==> src/design/begin_end_style_checker_core_assert.svh <==
// Assertion macros used by the checker FSM module.
`ifndef BEGIN_END_STYLE_CHECKER_CORE_ASSERT_SVH
`define BEGIN_END_STYLE_CHECKER_CORE_ASSERT_SVH

// Condition must hold at every edge out of reset.
`define BESC_ASSERT_ALWAYS(label, cond, msg) \
    label: assert property (@(posedge i_clk) disable iff (!i_rst_n) (cond)) \
        else $error(msg);

// Same-cycle implication.
`define BESC_ASSERT_IMPLY(label, ante, cons, msg) \
    label: assert property (@(posedge i_clk) disable iff (!i_rst_n) (ante) |-> (cons)) \
        else $error(msg);

// Next-cycle implication.
`define BESC_ASSERT_NEXT(label, ante, cons, msg) \
    label: assert property (@(posedge i_clk) disable iff (!i_rst_n) (ante) |=> (cons)) \
        else $error(msg);

`endif

==> src/design/besc_pkg.sv <==
package besc_pkg;

    localparam int DEPTH_WIDTH     = 8;
    localparam int POSITION_WIDTH  = 32;
    localparam int CLASS_WIDTH     = 5;
    localparam int KW_CLASS_WIDTH  = 4;
    localparam int MASK_WIDTH      = 11;
    localparam int ADDR_WIDTH      = 3;
    localparam int DATA_WIDTH      = 32;
    localparam int IN_TDATA_WIDTH  = 40;
    localparam int OUT_TDATA_WIDTH = 80;

    localparam logic [DEPTH_WIDTH-1:0] DEPTH_MAX = {DEPTH_WIDTH{1'b1}};
    localparam logic [MASK_WIDTH-1:0]  MASK_RESET = {MASK_WIDTH{1'b1}};

    // register index 0 (keyword_enable_mask), decoded on paddr[2]
    localparam logic REG_MASK_SEL = 1'b0;

    localparam logic [CLASS_WIDTH-1:0] CLS_OTHER        = 5'd0;
    localparam logic [CLASS_WIDTH-1:0] CLS_SPACE        = 5'd1;
    localparam logic [CLASS_WIDTH-1:0] CLS_COMB_PROC    = 5'd2;
    localparam logic [CLASS_WIDTH-1:0] CLS_FF_PROC      = 5'd6;
    localparam logic [CLASS_WIDTH-1:0] CLS_FOREACH      = 5'd7;
    localparam logic [CLASS_WIDTH-1:0] CLS_FOR          = 5'd8;
    localparam logic [CLASS_WIDTH-1:0] CLS_IF           = 5'd9;
    localparam logic [CLASS_WIDTH-1:0] CLS_WHILE        = 5'd10;
    localparam logic [CLASS_WIDTH-1:0] CLS_ALWAYS       = 5'd11;
    localparam logic [CLASS_WIDTH-1:0] CLS_ELSE         = 5'd12;
    localparam logic [CLASS_WIDTH-1:0] CLS_BEGIN        = 5'd13;
    localparam logic [CLASS_WIDTH-1:0] CLS_OPEN         = 5'd14;
    localparam logic [CLASS_WIDTH-1:0] CLS_CLOSE        = 5'd15;
    localparam logic [CLASS_WIDTH-1:0] CLS_AT           = 5'd16;
    localparam logic [CLASS_WIDTH-1:0] CLS_STAR         = 5'd17;

    typedef logic [MASK_WIDTH-1:0] t_mask;

    typedef enum logic [2:0] {
        PH_NORMAL = 3'd0,
        PH_ALWAYS = 3'd1,
        PH_ELSE   = 3'd2,
        PH_COND   = 3'd3,
        PH_EXPECT = 3'd4
    } t_phase;

    typedef struct packed {
        logic [POSITION_WIDTH-1:0] pos;
        logic [CLASS_WIDTH-1:0]    cls;
    } t_token;

    // packed so that kw_pos lands in the low bits of tdata
    typedef struct packed {
        logic [CLASS_WIDTH-1:0]    off_cls;
        logic [POSITION_WIDTH-1:0] off_pos;
        logic [KW_CLASS_WIDTH-1:0] kw_cls;
        logic [POSITION_WIDTH-1:0] kw_pos;
    } t_result;

    function automatic logic kw_enabled(input t_mask mask, input logic [CLASS_WIDTH-1:0] cls);
        logic [CLASS_WIDTH-1:0] off;
        off = cls - CLS_COMB_PROC;
        return (cls >= CLS_COMB_PROC) && (cls <= CLS_ELSE) && mask[off[3:0]];
    endfunction

endpackage

==> src/design/besc_cfg.sv <==
module besc_cfg (
    input  logic                            i_clk,
    input  logic                            i_rst_n,
    input  logic                            psel,
    input  logic                            penable,
    input  logic                            pwrite,
    input  logic [besc_pkg::ADDR_WIDTH-1:0] paddr,
    input  logic [besc_pkg::DATA_WIDTH-1:0] pwdata,
    output logic [besc_pkg::DATA_WIDTH-1:0] prdata,
    output logic                            pready,
    output besc_pkg::t_mask                 o_mask
);
    import besc_pkg::*;

    t_mask r_mask;
    logic  w_wr;

    assign pready = 1'b1;
    assign w_wr   = psel && penable && pwrite && pready && (paddr[2] == REG_MASK_SEL);

    always @(posedge i_clk) begin
        if (!i_rst_n) begin
            r_mask <= MASK_RESET;
        end else if (w_wr) begin
            r_mask <= pwdata[MASK_WIDTH-1:0];
        end
    end

    always @* begin
        prdata = '0;
        if (paddr[2] == REG_MASK_SEL) begin
            prdata = DATA_WIDTH'(r_mask);
        end
    end

    assign o_mask = r_mask;

endmodule

==> src/design/besc_in.sv <==
module besc_in (
    input  logic             i_clk,
    input  logic             i_rst_n,
    input  logic             i_valid,
    input  besc_pkg::t_token i_tok,
    output logic             o_ready,
    input  logic             i_advance,
    output logic             o_valid,
    output besc_pkg::t_token o_tok
);
    import besc_pkg::*;

    logic   r_valid;
    t_token r_tok;

    assign o_ready = !r_valid || i_advance;

    always @(posedge i_clk) begin
        if (!i_rst_n) begin
            r_valid <= 1'b0;
        end else if (o_ready) begin
            r_valid <= i_valid;
        end
    end

    always @(posedge i_clk) begin
        if (o_ready && i_valid) begin
            r_tok <= i_tok;
        end
    end

    assign o_valid = r_valid;
    assign o_tok   = r_tok;

endmodule

==> src/design/besc_fsm.sv <==
`include "begin_end_style_checker_core_assert.svh"

module besc_fsm (
    input  logic              i_clk,
    input  logic              i_rst_n,
    input  besc_pkg::t_mask   i_mask,
    input  logic              i_advance,
    input  besc_pkg::t_token  i_tok,
    output logic              o_viol,
    output besc_pkg::t_result o_result
);
    import besc_pkg::*;

    t_phase                    r_phase, n_phase;
    logic [DEPTH_WIDTH-1:0]    r_depth, n_depth;
    logic [POSITION_WIDTH-1:0] r_kpos, n_kpos;
    logic [KW_CLASS_WIDTH-1:0] r_kcls, n_kcls;
    logic                      w_viol;
    logic [CLASS_WIDTH-1:0]    w_cls;
    logic                      w_depth_ok;
    logic                      w_viol_ok;
    logic                      w_cleared;
    logic                      w_kcls_ok;

    assign w_cls = i_tok.cls;

    always @(posedge i_clk) begin
        if (!i_rst_n) begin
            r_phase <= PH_NORMAL;
            r_depth <= '0;
            r_kpos  <= '0;
            r_kcls  <= '0;
        end else if (i_advance) begin
            r_phase <= n_phase;
            r_depth <= n_depth;
            r_kpos  <= n_kpos;
            r_kcls  <= n_kcls;
        end
    end

    always @* begin
        n_phase = r_phase;
        n_depth = r_depth;
        n_kpos  = r_kpos;
        n_kcls  = r_kcls;
        w_viol  = 1'b0;
        if (w_cls != CLS_SPACE) begin
            unique case (r_phase)
                PH_ALWAYS: begin
                    if (w_cls == CLS_BEGIN) begin
                        n_phase = PH_NORMAL;
                    end else if (w_cls == CLS_OPEN) begin
                        n_depth = DEPTH_WIDTH'(1);
                        n_phase = PH_COND;
                    end else if (w_cls != CLS_AT && w_cls != CLS_STAR) begin
                        w_viol = 1'b1;
                    end
                end
                PH_ELSE: begin
                    if (w_cls == CLS_IF) begin
                        if (kw_enabled(i_mask, w_cls)) begin
                            n_depth = '0;
                            n_kpos  = i_tok.pos;
                            n_kcls  = w_cls[KW_CLASS_WIDTH-1:0];
                            n_phase = PH_COND;
                        end else begin
                            n_phase = PH_NORMAL;
                        end
                    end else if (w_cls == CLS_BEGIN) begin
                        n_phase = PH_NORMAL;
                    end else begin
                        w_viol = 1'b1;
                    end
                end
                PH_COND: begin
                    if (w_cls == CLS_OPEN) begin
                        if (r_depth != DEPTH_MAX) begin
                            n_depth = r_depth + 1'b1;
                        end
                    end else if (w_cls == CLS_CLOSE) begin
                        if (r_depth != '0) begin
                            n_depth = r_depth - 1'b1;
                            if (r_depth == DEPTH_WIDTH'(1)) begin
                                n_phase = PH_EXPECT;
                            end
                        end
                    end
                end
                PH_EXPECT: begin
                    if (w_cls == CLS_BEGIN) begin
                        n_phase = PH_NORMAL;
                    end else begin
                        w_viol = 1'b1;
                    end
                end
                default: begin
                    if (kw_enabled(i_mask, w_cls)) begin
                        n_kpos = i_tok.pos;
                        n_kcls = w_cls[KW_CLASS_WIDTH-1:0];
                        case (w_cls) inside
                            CLS_ALWAYS: begin
                                n_depth = '0;
                                n_phase = PH_ALWAYS;
                            end
                            CLS_ELSE: begin
                                n_phase = PH_ELSE;
                            end
                            CLS_FF_PROC, CLS_FOREACH, CLS_FOR, CLS_IF, CLS_WHILE: begin
                                n_depth = '0;
                                n_phase = PH_COND;
                            end
                            default: begin
                                n_phase = PH_EXPECT;
                            end
                        endcase
                    end
                end
            endcase
            if (w_viol) begin
                n_depth = '0;
                n_phase = PH_NORMAL;
            end
        end
    end

    assign o_viol           = i_advance && w_viol;
    assign o_result.kw_pos  = r_kpos;
    assign o_result.kw_cls  = r_kcls;
    assign o_result.off_pos = i_tok.pos;
    assign o_result.off_cls = w_cls;

    assign w_depth_ok = (r_phase == PH_COND) || (r_depth == '0);
    assign w_viol_ok  = !o_viol || (r_phase == PH_ALWAYS) || (r_phase == PH_ELSE) ||
                        (r_phase == PH_EXPECT);
    assign w_cleared  = (r_phase == PH_NORMAL) && (r_depth == '0);
    assign w_kcls_ok  = (r_phase == PH_NORMAL) ||
                        (({1'b0, r_kcls} >= CLS_COMB_PROC) && ({1'b0, r_kcls} <= CLS_ELSE));

    `BESC_ASSERT_ALWAYS(a_depth_only_in_cond, w_depth_ok, "depth nonzero outside condition")
    `BESC_ASSERT_ALWAYS(a_viol_phase, w_viol_ok, "violation from a phase that never flags one")
    `BESC_ASSERT_NEXT(a_viol_to_normal, o_viol, w_cleared, "no return to normal phase")
    `BESC_ASSERT_ALWAYS(a_pending_keyword, w_kcls_ok, "pending keyword class out of range")

endmodule

==> src/design/besc_out.sv <==
module besc_out (
    input  logic              i_clk,
    input  logic              i_rst_n,
    input  logic              i_load,
    input  besc_pkg::t_result i_result,
    output logic              o_ready,
    input  logic              i_m_ready,
    output logic              o_m_valid,
    output besc_pkg::t_result o_m_result
);
    import besc_pkg::*;

    logic    r_valid;
    t_result r_result;

    assign o_ready = !r_valid || i_m_ready;

    always @(posedge i_clk) begin
        if (!i_rst_n) begin
            r_valid <= 1'b0;
        end else if (o_ready) begin
            r_valid <= i_load;
        end
    end

    always @(posedge i_clk) begin
        if (o_ready && i_load) begin
            r_result <= i_result;
        end
    end

    assign o_m_valid  = r_valid;
    assign o_m_result = r_result;

endmodule

==> src/design/begin_end_style_checker_core.sv <==
// Begin/end style checker.
// Input stream s_axis: one classified source token per beat (class in tdata[4:0],
// position in tdata[36:5]). Output stream m_axis: one beat per violation, i.e. a
// block keyword whose following token (after skipping whitespace, condition
// parentheses, event controls or "else if") is not begin.
// APB port holds keyword_enable_mask at address 0; write it only while idle.
// Throughput: one token per clock sustained while m_axis accepts results. Each token is
// held in the input register, where the phase/depth logic evaluates it; a violation is
// then registered in the output register that drives m_axis.
// A token that causes no violation produces no output beat.
// Reset (i_rst_n low, synchronous) returns the checker to its normal phase with zero
// depth, empties both registers and restores the mask to all ones.
// When m_axis stalls with a result held, one more token is still taken into the input
// register and waits there; s_axis_tready stays low until m_axis takes the result.
module begin_end_style_checker_core (
    input  logic                                 i_clk,
    input  logic                                 i_rst_n,
    input  logic                                 s_axis_tvalid,
    output logic                                 s_axis_tready,
    input  logic [besc_pkg::IN_TDATA_WIDTH-1:0]  s_axis_tdata,  // token_class[4:0],
                                                                // token_position[36:5]
    output logic                                 m_axis_tvalid,
    input  logic                                 m_axis_tready,
    output logic [besc_pkg::OUT_TDATA_WIDTH-1:0] m_axis_tdata,  // keyword_position[31:0],
                                                                // keyword_class[35:32],
                                                                // offending_position[67:36],
                                                                // offending_class[72:68]
    input  logic                                 psel,
    input  logic                                 penable,
    input  logic                                 pwrite,
    input  logic [besc_pkg::ADDR_WIDTH-1:0]      paddr,
    input  logic [besc_pkg::DATA_WIDTH-1:0]      pwdata,
    output logic [besc_pkg::DATA_WIDTH-1:0]      prdata,
    output logic                                 pready
);
    import besc_pkg::*;

    t_mask   w_mask;
    t_token  w_s_tok;
    t_token  w_tok;
    logic    w_tok_valid;
    logic    w_out_ready;
    logic    w_advance;
    logic    w_viol;
    t_result w_result;
    t_result w_m_result;

    assign w_s_tok.cls = s_axis_tdata[CLASS_WIDTH-1:0];
    assign w_s_tok.pos = s_axis_tdata[CLASS_WIDTH +: POSITION_WIDTH];

    besc_cfg u_cfg (
        .i_clk   (i_clk),
        .i_rst_n (i_rst_n),
        .psel    (psel),
        .penable (penable),
        .pwrite  (pwrite),
        .paddr   (paddr),
        .pwdata  (pwdata),
        .prdata  (prdata),
        .pready  (pready),
        .o_mask  (w_mask)
    );

    besc_in u_in (
        .i_clk     (i_clk),
        .i_rst_n   (i_rst_n),
        .i_valid   (s_axis_tvalid),
        .i_tok     (w_s_tok),
        .o_ready   (s_axis_tready),
        .i_advance (w_advance),
        .o_valid   (w_tok_valid),
        .o_tok     (w_tok)
    );

    assign w_advance = w_tok_valid && w_out_ready;

    besc_fsm u_fsm (
        .i_clk     (i_clk),
        .i_rst_n   (i_rst_n),
        .i_mask    (w_mask),
        .i_advance (w_advance),
        .i_tok     (w_tok),
        .o_viol    (w_viol),
        .o_result  (w_result)
    );

    besc_out u_out (
        .i_clk      (i_clk),
        .i_rst_n    (i_rst_n),
        .i_load     (w_viol),
        .i_result   (w_result),
        .o_ready    (w_out_ready),
        .i_m_ready  (m_axis_tready),
        .o_m_valid  (m_axis_tvalid),
        .o_m_result (w_m_result)
    );

    assign m_axis_tdata = {(OUT_TDATA_WIDTH - $bits(t_result))'(0), w_m_result};

endmodule

==> config.mk <==
export PLATFORM = sky130hd
export DESIGN_NAME = begin_end_style_checker_core
export DESIGN_NICKNAME = d
export VERILOG_FILES = /design/src/design/besc_pkg.sv /design/src/design/besc_cfg.sv /design/src/design/besc_in.sv /design/src/design/besc_fsm.sv /design/src/design/besc_out.sv /design/src/design/begin_end_style_checker_core.sv
export VERILOG_INCLUDE_DIRS = /design/src /design/src/design
export SDC_FILE = /design/constraint.sdc
export NUM_CORES = 1
export LEC_CHECK = 0
export CORE_MARGIN = 2
export CORE_UTILIZATION = 67
export DETAILED_ROUTE_END_ITERATION = 16
export DONT_BUFFER_PORTS = 1
export HOLD_SLACK_MARGIN = 0.08
export PLACE_DENSITY_LB_ADDON = 0.15
export SLEW_MARGIN = 30
export SYNTH_ARGS = -nofsm -noshare
export SYNTH_HDL_FRONTEND = slang
export SYNTH_SLANG_ARGS = --single-unit
export TNS_END_PERCENT = 30
==> constraint.sdc <==
create_clock -name i_clk -period 9.5 [get_ports i_clk]
set_clock_uncertainty 0.2 [all_clocks]
set_input_delay 1.9 -clock i_clk [delete_from_list [all_inputs] [get_ports i_clk]]
set_output_delay 1.9 -clock i_clk [all_outputs]
set_load 0.01 [all_outputs]
==> results summary, run 1 <==
The share of post-route cells with drive strength above 1 came out at 8.81%. After clock tree synthesis, the setup repair step added 0 buffers. After legalization and detailed placement, the total HPWL measured 7830 µm. Routed signal wires occupy layers up through met4. The switching share of total power came out at 21.4%. The initial antenna violation count came out at 0. The slowest stage of the critical path is the sky130_fd_sc_hd__nand3b_1 cell.

By area, the combinational part of the netlist is dominated by simple AND/OR/NAND/NOR gates. At the worst endpoint, the required time is ~7.4 ns. The share of flip-flops with an asynchronous set or reset after synthesis is 0%.

The number of clock sinks came out at 170. The die area came out at 11000 µm². The per-cell via count in the routed design is 5.80. The share of total power in the clock network came out at 42.5%.

In this run the standard cell core region covers 9820 µm². The buffer and inverter count on the worst path came out at 0. Entering global routing, the biggest net connects 74 pins. The type of element capturing the critical path is a primary output. The clock tree synthesis step divided the H-tree into 4 levels. The share of total power dissipated in combinational logic is 3.7%. The number of violations of the max-capacitance limit is 0. The final number of setup-violating endpoints came out at 0. The run finished with clean final reports. The critical path's largest stage delay came out at around 0.23 ns. The number of rows created at floorplan came out at 36. The post-CTS resize count is 0. In this run, the number of DRC markers left after iteration 0 of detailed routing was 295.

The adder-cell share of the synthesized area is 1.10%. In this run the critical register-to-register path is launched from u_in.o_tok[1]. The number of buffers between clock root and the deepest sink is 2. The routed length on met2 came out at 6250 µm. In the post-route analysis, the smallest setup slack over all paths is between 5 and 6 ns. After Yosys synthesis, and, or, nand and nor cells account for ~13% of the synthesized area. The cell sitting at the root of the clock tree is a sky130_fd_sc_hd__clkbuf_8. The global placer's final weighted congestion came out at 0.834. The total length of routed met3 wires came out at 656 µm. The synthesized design contains 110 enable-type register cells.

After synthesis, the share of cell area in mux cells is roughly 6.8%. The power per standard cell area is about 210 nW/µm². The number of global-route vias before repair came out at approximately 3500. The total design power is 1.53 mW. Walking the worst path, the cells encountered are nand3b_1. The post-layout utilization of the core is roughly three quarters.

The area fraction in compound gates after synthesis came out at ~6.0%. On the critical path the largest part of the delay comes from simple AND/OR/NAND/NOR gates. The static leakage is roughly 2.6 nW.

Setup repair after global routing left no endpoint under its margin. The number of nets in the layout came out at between 500 and 600. The global-route total usage across every layer is 23.1%.

The library cell used most frequently in the layout, excluding fill and tap cells, is sky130_fd_sc_hd__edfxtp_1. The critical register-to-register path endpoint is u_fsm.r_kpos[17]. The total CTS buffers is 17. For the finished layout, the period the worst path requires is 4.23 ns.

For the pin with the worst max-slew slack, the measured transition is approximately 0.92 ns. The die boundary width came out at 105 µm. The routed design has 12300 µm of wire. The highest attainable clock frequency came out at ~240 MHz. Tracing the worst setup path back leads to its startpoint at m_axis_tready.

The yosys synthesis warning count came out at 0. The vertical extent of the die came out at 105 µm. The number of endpoints with negative hold slack in the final report came out at 0. The post-place setup slack came out at 5.28 ns. The path type of the worst min-delay path is reg -> reg. A synthesized cell averages 13.6 µm².

The max-slew headroom at the worst pin is 38.6%. For this run, design rule violations remaining after detail routing come to 0. The number of instances in the synthesized netlist came out at 503. The detailed router put a total of between 5000 and 6000 µm of wire on met1. The cell-internal power is between 1 and 1.5 mW. Of the synthesized area, sequential elements account for 66.1%. The flop and latch count out of synthesis came out at 170. The initial utilization of the core area, before any placement, comes to 69.4%. The post-route fraction of the period consumed by the critical path came out at between 40% and 50%. The area growth from synthesis to layout is 7.14%.

The later-pin clock latency in the skew report is 0.53 ns. The number of hold buffers added after cts came out at 0. TritonCTS built the clock tree. The arrival time at the worst endpoint is between 2 and 2.5 ns. Once detail routing completed, the nets flagged for antenna violations numbered 0. The mean routed wirelength per cell is 19.1 µm.

For this run, the leading register cell type out of synthesis is sky130_fd_sc_hd__edfxtp_1. The number of cells on the worst reg-to-reg path is 9. In the final timing run, aggregate negative setup slack is 0 ns. The highest fanout seen on the critical path came out at 3. The number of iterations in the first detailed-routing pass is 6. The clock edge transition at the registers on the reported setup and hold paths came out at 0.06 ns. The logic depth of the worst path, buffers included came out at 1. The setup path with the least slack is of type in -> out. The via count came out at approximately 3700. The top cell types in the final layout, fill and taps aside, are 110 x sky130_fd_sc_hd__edfxtp_1, 60 x sky130_fd_sc_hd__dfxtp_1, 48 x sky130_fd_sc_hd__nor2b_1.

The mapped netlist covers roughly 6800 µm². During placement, the flow inserted port buffers numbering 0. The final number of max-transition violations came out at 0. The number of distinct library cells after synthesis is 66.

The startpoint type of the worst setup path is a primary input. The xor/xnor cell area share of the yosys netlist came out at 0.385%. Across all hold checks on the routed design, the worst slack comes to 0.236 ns. The I/O pin total came out at 197. The overflow left after global routing is 0. Following the worst setup path forward leads to its endpoint at s_axis_tready.

The setup slack on the worst flop-to-flop path is 5.76 ns. The first global-routing pass estimated just under 20000 µm of wire. Sequential cells burn 53.8% of the power. The worst supply voltage drop on vdd came out at between 0.1 and 0.15 mV.

The switching power summed over all nets came out at around 330 µW.
per-layer routing:
metal | vias up | GRT usage (%)
met3 | 24 | 5.86
met2 | 142 | 37.2
li1 | 1762 | -
met4 | 0 | 7.81
met5 | - | 0
met1 | 1812 | 30.9
how the worst min path moves through the flow:
stage | from | endpoint | slack, ns | cells past startpoint
floorplan | u_fsm.r_kpos[0] | u_out.o_m_result[0] | 0.21 | 0
detailed placement | u_fsm.r_kpos[31] | u_out.o_m_result[31] | 0.22 | 0
CTS | u_fsm.r_kpos[31] | u_out.o_m_result[31] | 0.23 | 0
global route | u_fsm.r_kpos[31] | u_out.o_m_result[31] | 0.24 | 0
finish | u_fsm.r_kpos[1] | u_out.o_m_result[1] | 0.24 | 0
global placement | u_fsm.r_kpos[26] | u_out.o_m_result[26] | 0.21 | 0
Yosys cell counts, drive strengths merged, types with 2 or more instances:
library cell  instances  share of area (%)
or4                   5               0.55
o31a                  2               0.26
nand4b                3               0.61
nor2                 17                1.2
clkbuf               11               0.61
a21o                  2               0.22
nand4                 3               0.28
o41ai                 3               0.50
nand3b                3               0.51
o21ai                12               0.88
o21a                  2               0.22
nand3                13                1.0
buf                  42                4.8
a41oi                 2               0.26
edfxtp              110                 48
a21boi                5               0.72
dfxtp                60                 18
nor2b                48                4.4
xnor2                 3               0.39
conb                  2               0.11
ha                    6                1.1
or2                   2               0.18
nor3                  6               0.44
nand2b                3               0.28
a21oi                 8               0.59
a31oi                 7               0.64
nand2                37                2.0
inv                  11               0.61
nor4b                 3               0.39
a22oi                 3               0.33
mux2i                44                6.5
logic make-up (layout without fill, tap and decap cells):
logic type,count (synthesis),after routing
xor+xnor,3,3
compound gates,57,57
mux,45,45
other cells,2,30
simple gates,156,156
fa+ha+maj,6,6
flops,170,170
buf+inv,64,45
state kept, by name (all words and copies together), names as in the netlist:
signal            flops
u_in.o_tok           37
u_fsm.r_depth         8
u_fsm.r_kcls          4
u_out.o_m_valid       1
u_fsm.r_kpos         32
u_fsm.r_phase         3
u_out.o_m_result     73
u_in.o_valid          1
u_cfg.o_mask         11
power groups by stage:
stage          Clock, mW  Sequential, mW  Combinational (mW)
6_report           0.652           0.826              0.0569
5_1_grt            0.692           0.828              0.0626
4_1_cts            0.661           0.825              0.0569
3_5_place_dp           0           0.841              0.0564
3_3_place_gp           0           0.839              0.0550
2_1_floorplan          0           0.832              0.0660
cell type report:
| cell class | count | area [µm²] |
|---|---|---|
| fillers | 623 | 2520 |
| well taps | 133 | 166 |
| multi-input cells | 296 | 2010 |
| repair buffers | 2 | 15.0 |
| inverters | 11 | 41.3 |
| clock inverters | 14 | 145 |
| diodes | 1 | 2.50 |
| clock buffers | 18 | 418 |
| flip-flops and latches | 170 | 4500 |
stage by stage:
step                      area (µm²)  instances
after floorplan                 6920        530
after detailed placement        6740        612
after global placement          6740        612
final                           7300        645
after global routing            7300        644
after CTS                       7300        644
(Power assumes the default switching activity.)
==> run 2, diff against run 1 <==
Settings changed: CORE_UTILIZATION 67 to 63.
Clock period 9.5 ns to 4.4 ns, I/O delays scaled along.
==> run 2 against run 1 <==
  * Via count up 0.21%
  * Cell count grew 0.62%
  * Sequential power up 120%
  * Cell area grew 1.1%
  * Die area rose by 6.1%
  * Routed wire length increased by 2.6%
  * Combinational power is 120% higher
  * Non-clock buffer count grew 2
  * Power rose by 120%
  * Critical endpoint is now u_fsm.r_depth[0]
  * Largest power group unchanged
  * Highest routed layer unchanged
==> results summary, run 2 (synthesized netlist as in run 1, its figures left out) <==
The worst supply voltage drop on vdd came to 0.258 mV (was 0.112 mV). The number of hold buffers added after cts is 0 (unchanged). The mean routed wirelength per cell is 19.5 µm (was 19.1 µm). The max-slew headroom at the worst pin is 56.5% (was 38.6%). The initial cell density of the core is 65.4% (was 69.4%). The total negative setup slack came out at 0 ns (unchanged). The post-layout utilization of the core came out at 70.9% (was 74.4%). The most frequent standard cell in the layout excluding fill and tap cells is sky130_fd_sc_hd__edfxtp_1 (unchanged). The number of nets in the layout is 588 (was 586).

The global-route total usage across every layer came out at 22.2% (was 23.1%). The worst slack on hold paths came out at 0.232 ns (was 0.236 ns). The number of clock sinks came to 170 (unchanged). The post-place setup slack is 0.974 ns (was 5.28 ns). The buffer cell driving the clock tree root is sky130_fd_sc_hd__clkbuf_8 (unchanged). The number of buffers between clock root and the deepest sink is 2 (unchanged). Result of the run: complete, no violations (unchanged). The later-pin clock latency in the skew report is 0.52 ns (was 0.53 ns). The level count of the clock H-tree is 4 (unchanged). The number of global-route vias before repair is 3616 (was 3540). The startpoint type of the worst setup path was a flop (was primary input).

The path type of the worst min-delay path is reg -> reg (unchanged). The clock edge transition at the registers on the reported setup and hold paths was 0.06 ns (about the same). The launching point of the worst reg2reg path is u_in.o_tok[2] (was u_in.o_tok[1]).

The global-route wire length before repair came out at 19600 µm (was 19200 µm). The I/O pin total came out at 197 (unchanged). The power per standard cell area came out at 465 nW/µm² (was 210 nW/µm²).

The overflow left after global routing is 0 (unchanged). The initial antenna violation count came out at 0 (unchanged). The global-route met3 utilization came out at 7.23% (was 5.86%). The CTS tree is yes (unchanged). The total length of routed wires came to 12600 µm (was 12300 µm).

The met1 track demand over resource came out at 28.6% (was 30.9%). The number of buffers inserted to repair setup after CTS is 0 (unchanged). The die boundary width came out at 108 µm (was 105 µm). The number of cells on the worst reg-to-reg path is 9 (unchanged). The count of inserted antenna diode cells was 0 (was 1).

The number of antenna-violating nets in the routed design came out at 0 (unchanged). The number of violations of the max-capacitance limit is 0 (unchanged). The post-CTS resize count came out at 0 (unchanged). The flip-flop count of the largest register, all copies and words added is 73 (unchanged). The highest fanout seen on the critical path came out at 15 (was 3).

The type of element capturing the critical path was a flop (was primary output). The final instance area came out at 7380 µm² (was 7300 µm²). The initial detailed-routing violation count came to 289 (was 295).

The global placer's final weighted congestion is 0.843 (was 0.834). The per-cell via count in the routed design came out at 5.78 (was 5.80). The critical register-to-register path endpoint is u_fsm.r_depth[0] (was u_fsm.r_kpos[17]). The die area is 11700 µm² (was 11000 µm²).

The final number of setup-violating endpoints is 0 (unchanged). The total placed cells including tap cells is 617 (was 612). The setup slack after layout came out at 0.951 ns (was 5.27 ns). The pin count of the biggest net entering global routing is 63 (was 74). The source of the worst hold timing path is u_fsm.r_kpos[16] (was u_fsm.r_kpos[1]).

The hold path endpoint is u_out.o_m_result[16] (was u_out.o_m_result[1]). Setup repair after global routing missed its margin: no (unchanged). The origin of the worst setup path is u_in.o_tok[2] (was m_axis_tready). The via count came out at 3748 (was 3740). The required time of the critical path came to 4.66 ns (was 7.40 ns). The highest attainable clock frequency is between 200 and 300 MHz. The number of iterations in the first detailed-routing pass is 5 (was 6). The area of the core is 10400 µm² (was 9820 µm²). Highest-count cells in the layout ignoring fill and taps: 110 x sky130_fd_sc_hd__edfxtp_1, 60 x sky130_fd_sc_hd__dfxtp_1, 48 x sky130_fd_sc_hd__nor2b_1 (unchanged). The total CTS buffers is 17 (unchanged). The worst path uses 78.4% of the clock period. The worst hold path depth came to 0 (unchanged). The arrival time at the worst endpoint is 3.71 ns (was 2.13 ns). The vertical extent of the die is 108 µm (was 105 µm). The area overhead of the layout relative to synthesis is 8.33% (was 7.14%).

The setup slack on the worst flop-to-flop path came out at 0.95 ns (was 5.76 ns). The half-perimeter wire length of the detailed placement result is 8160 µm (was 7830 µm). The placed cell area was 6770 µm² (was 6740 µm²). The total design power is 3.44 mW (was 1.53 mW). The count of input and output buffers came out at 0 (unchanged). The critical path class was reg -> reg (was in -> out). The final instance count without filler cells is 649 (was 645).

The busiest metal layer after global routing is met2 (unchanged). The post-detailed-route DRC marker count is 0 (unchanged). The number of endpoints with negative hold slack in the final report came out at 0 (unchanged).

The final number of max-transition violations is 0 (unchanged). The number of rows created at floorplan came to 37 (was 36). The static leakage was 2.65 nW (was 2.62 nW). The transition time at the pin with the least slew margin is 0.651 ns (was 0.921 ns). The fraction of met2 tracks used by global routing is 36.3% (was 37.2%). The shortest clock period the worst path allows after layout came out at ~3.4 ns. The share of post-route cells with drive strength above 1 is 9.55% (was 8.81%).
[run 2: power by group]
part	switching [mW]	internal (mW)	leakage [nW]	total [mW]
Combinational	0.0775	0.0497	0.788	0.127
Clock	0.610	0.918	0.298	1.53
Sequential	0.0369	1.74	1.56	1.78
Total	0.725	2.71	2.65	3.44
[run 2: worst max-delay path: stages, from the launching register on]
cell and delay (ns):
sky130_fd_sc_hd__edfxtp_1 0.73, sky130_fd_sc_hd__inv_1 0.20, sky130_fd_sc_hd__ha_1 0.27, sky130_fd_sc_hd__and2b_1 0.19, sky130_fd_sc_hd__a221oi_1 0.53, sky130_fd_sc_hd__o21a_1 0.20, sky130_fd_sc_hd__nor2_1 0.05, sky130_fd_sc_hd__o41ai_2 0.44
sky130_fd_sc_hd__a21boi_4 0.38, sky130_fd_sc_hd__mux2i_1 0.21
[run 2: cell type report]
cell class                 instances  area [µm²]
clock buffer                      20         455
clock inverter                    12         160
fill                             667        3030
inverter                          11        41.3
multi-input combinational        296        2010
sequential                       170        4500
tap                              136         170
timing repair buffer               4        42.5
[run 2: worst max path at each step]
stage | endpoint | slack (ns) | depth (start not counted)
global route | u_fsm.r_depth[0] | 0.73 | 9
detailed placement | u_fsm.r_depth[1] | 0.97 | 9
global placement | u_fsm.r_depth[0] | 1.03 | 9
CTS | u_fsm.r_depth[0] | 0.93 | 9
finish | u_fsm.r_depth[0] | 0.95 | 9
floorplan | u_out.o_m_result[0] | 0.91 | 6
[run 2: routing by layer]
| layer | vias up | part of all wire (%) |
|---|---|---|
| met3 | 14 | 7.3 |
| li1 | 1763 | - |
| met5 | - | 0 |
| met1 | 1810 | 42 |
| met4 | 0 | 0.97 |
| met2 | 161 | 50 |
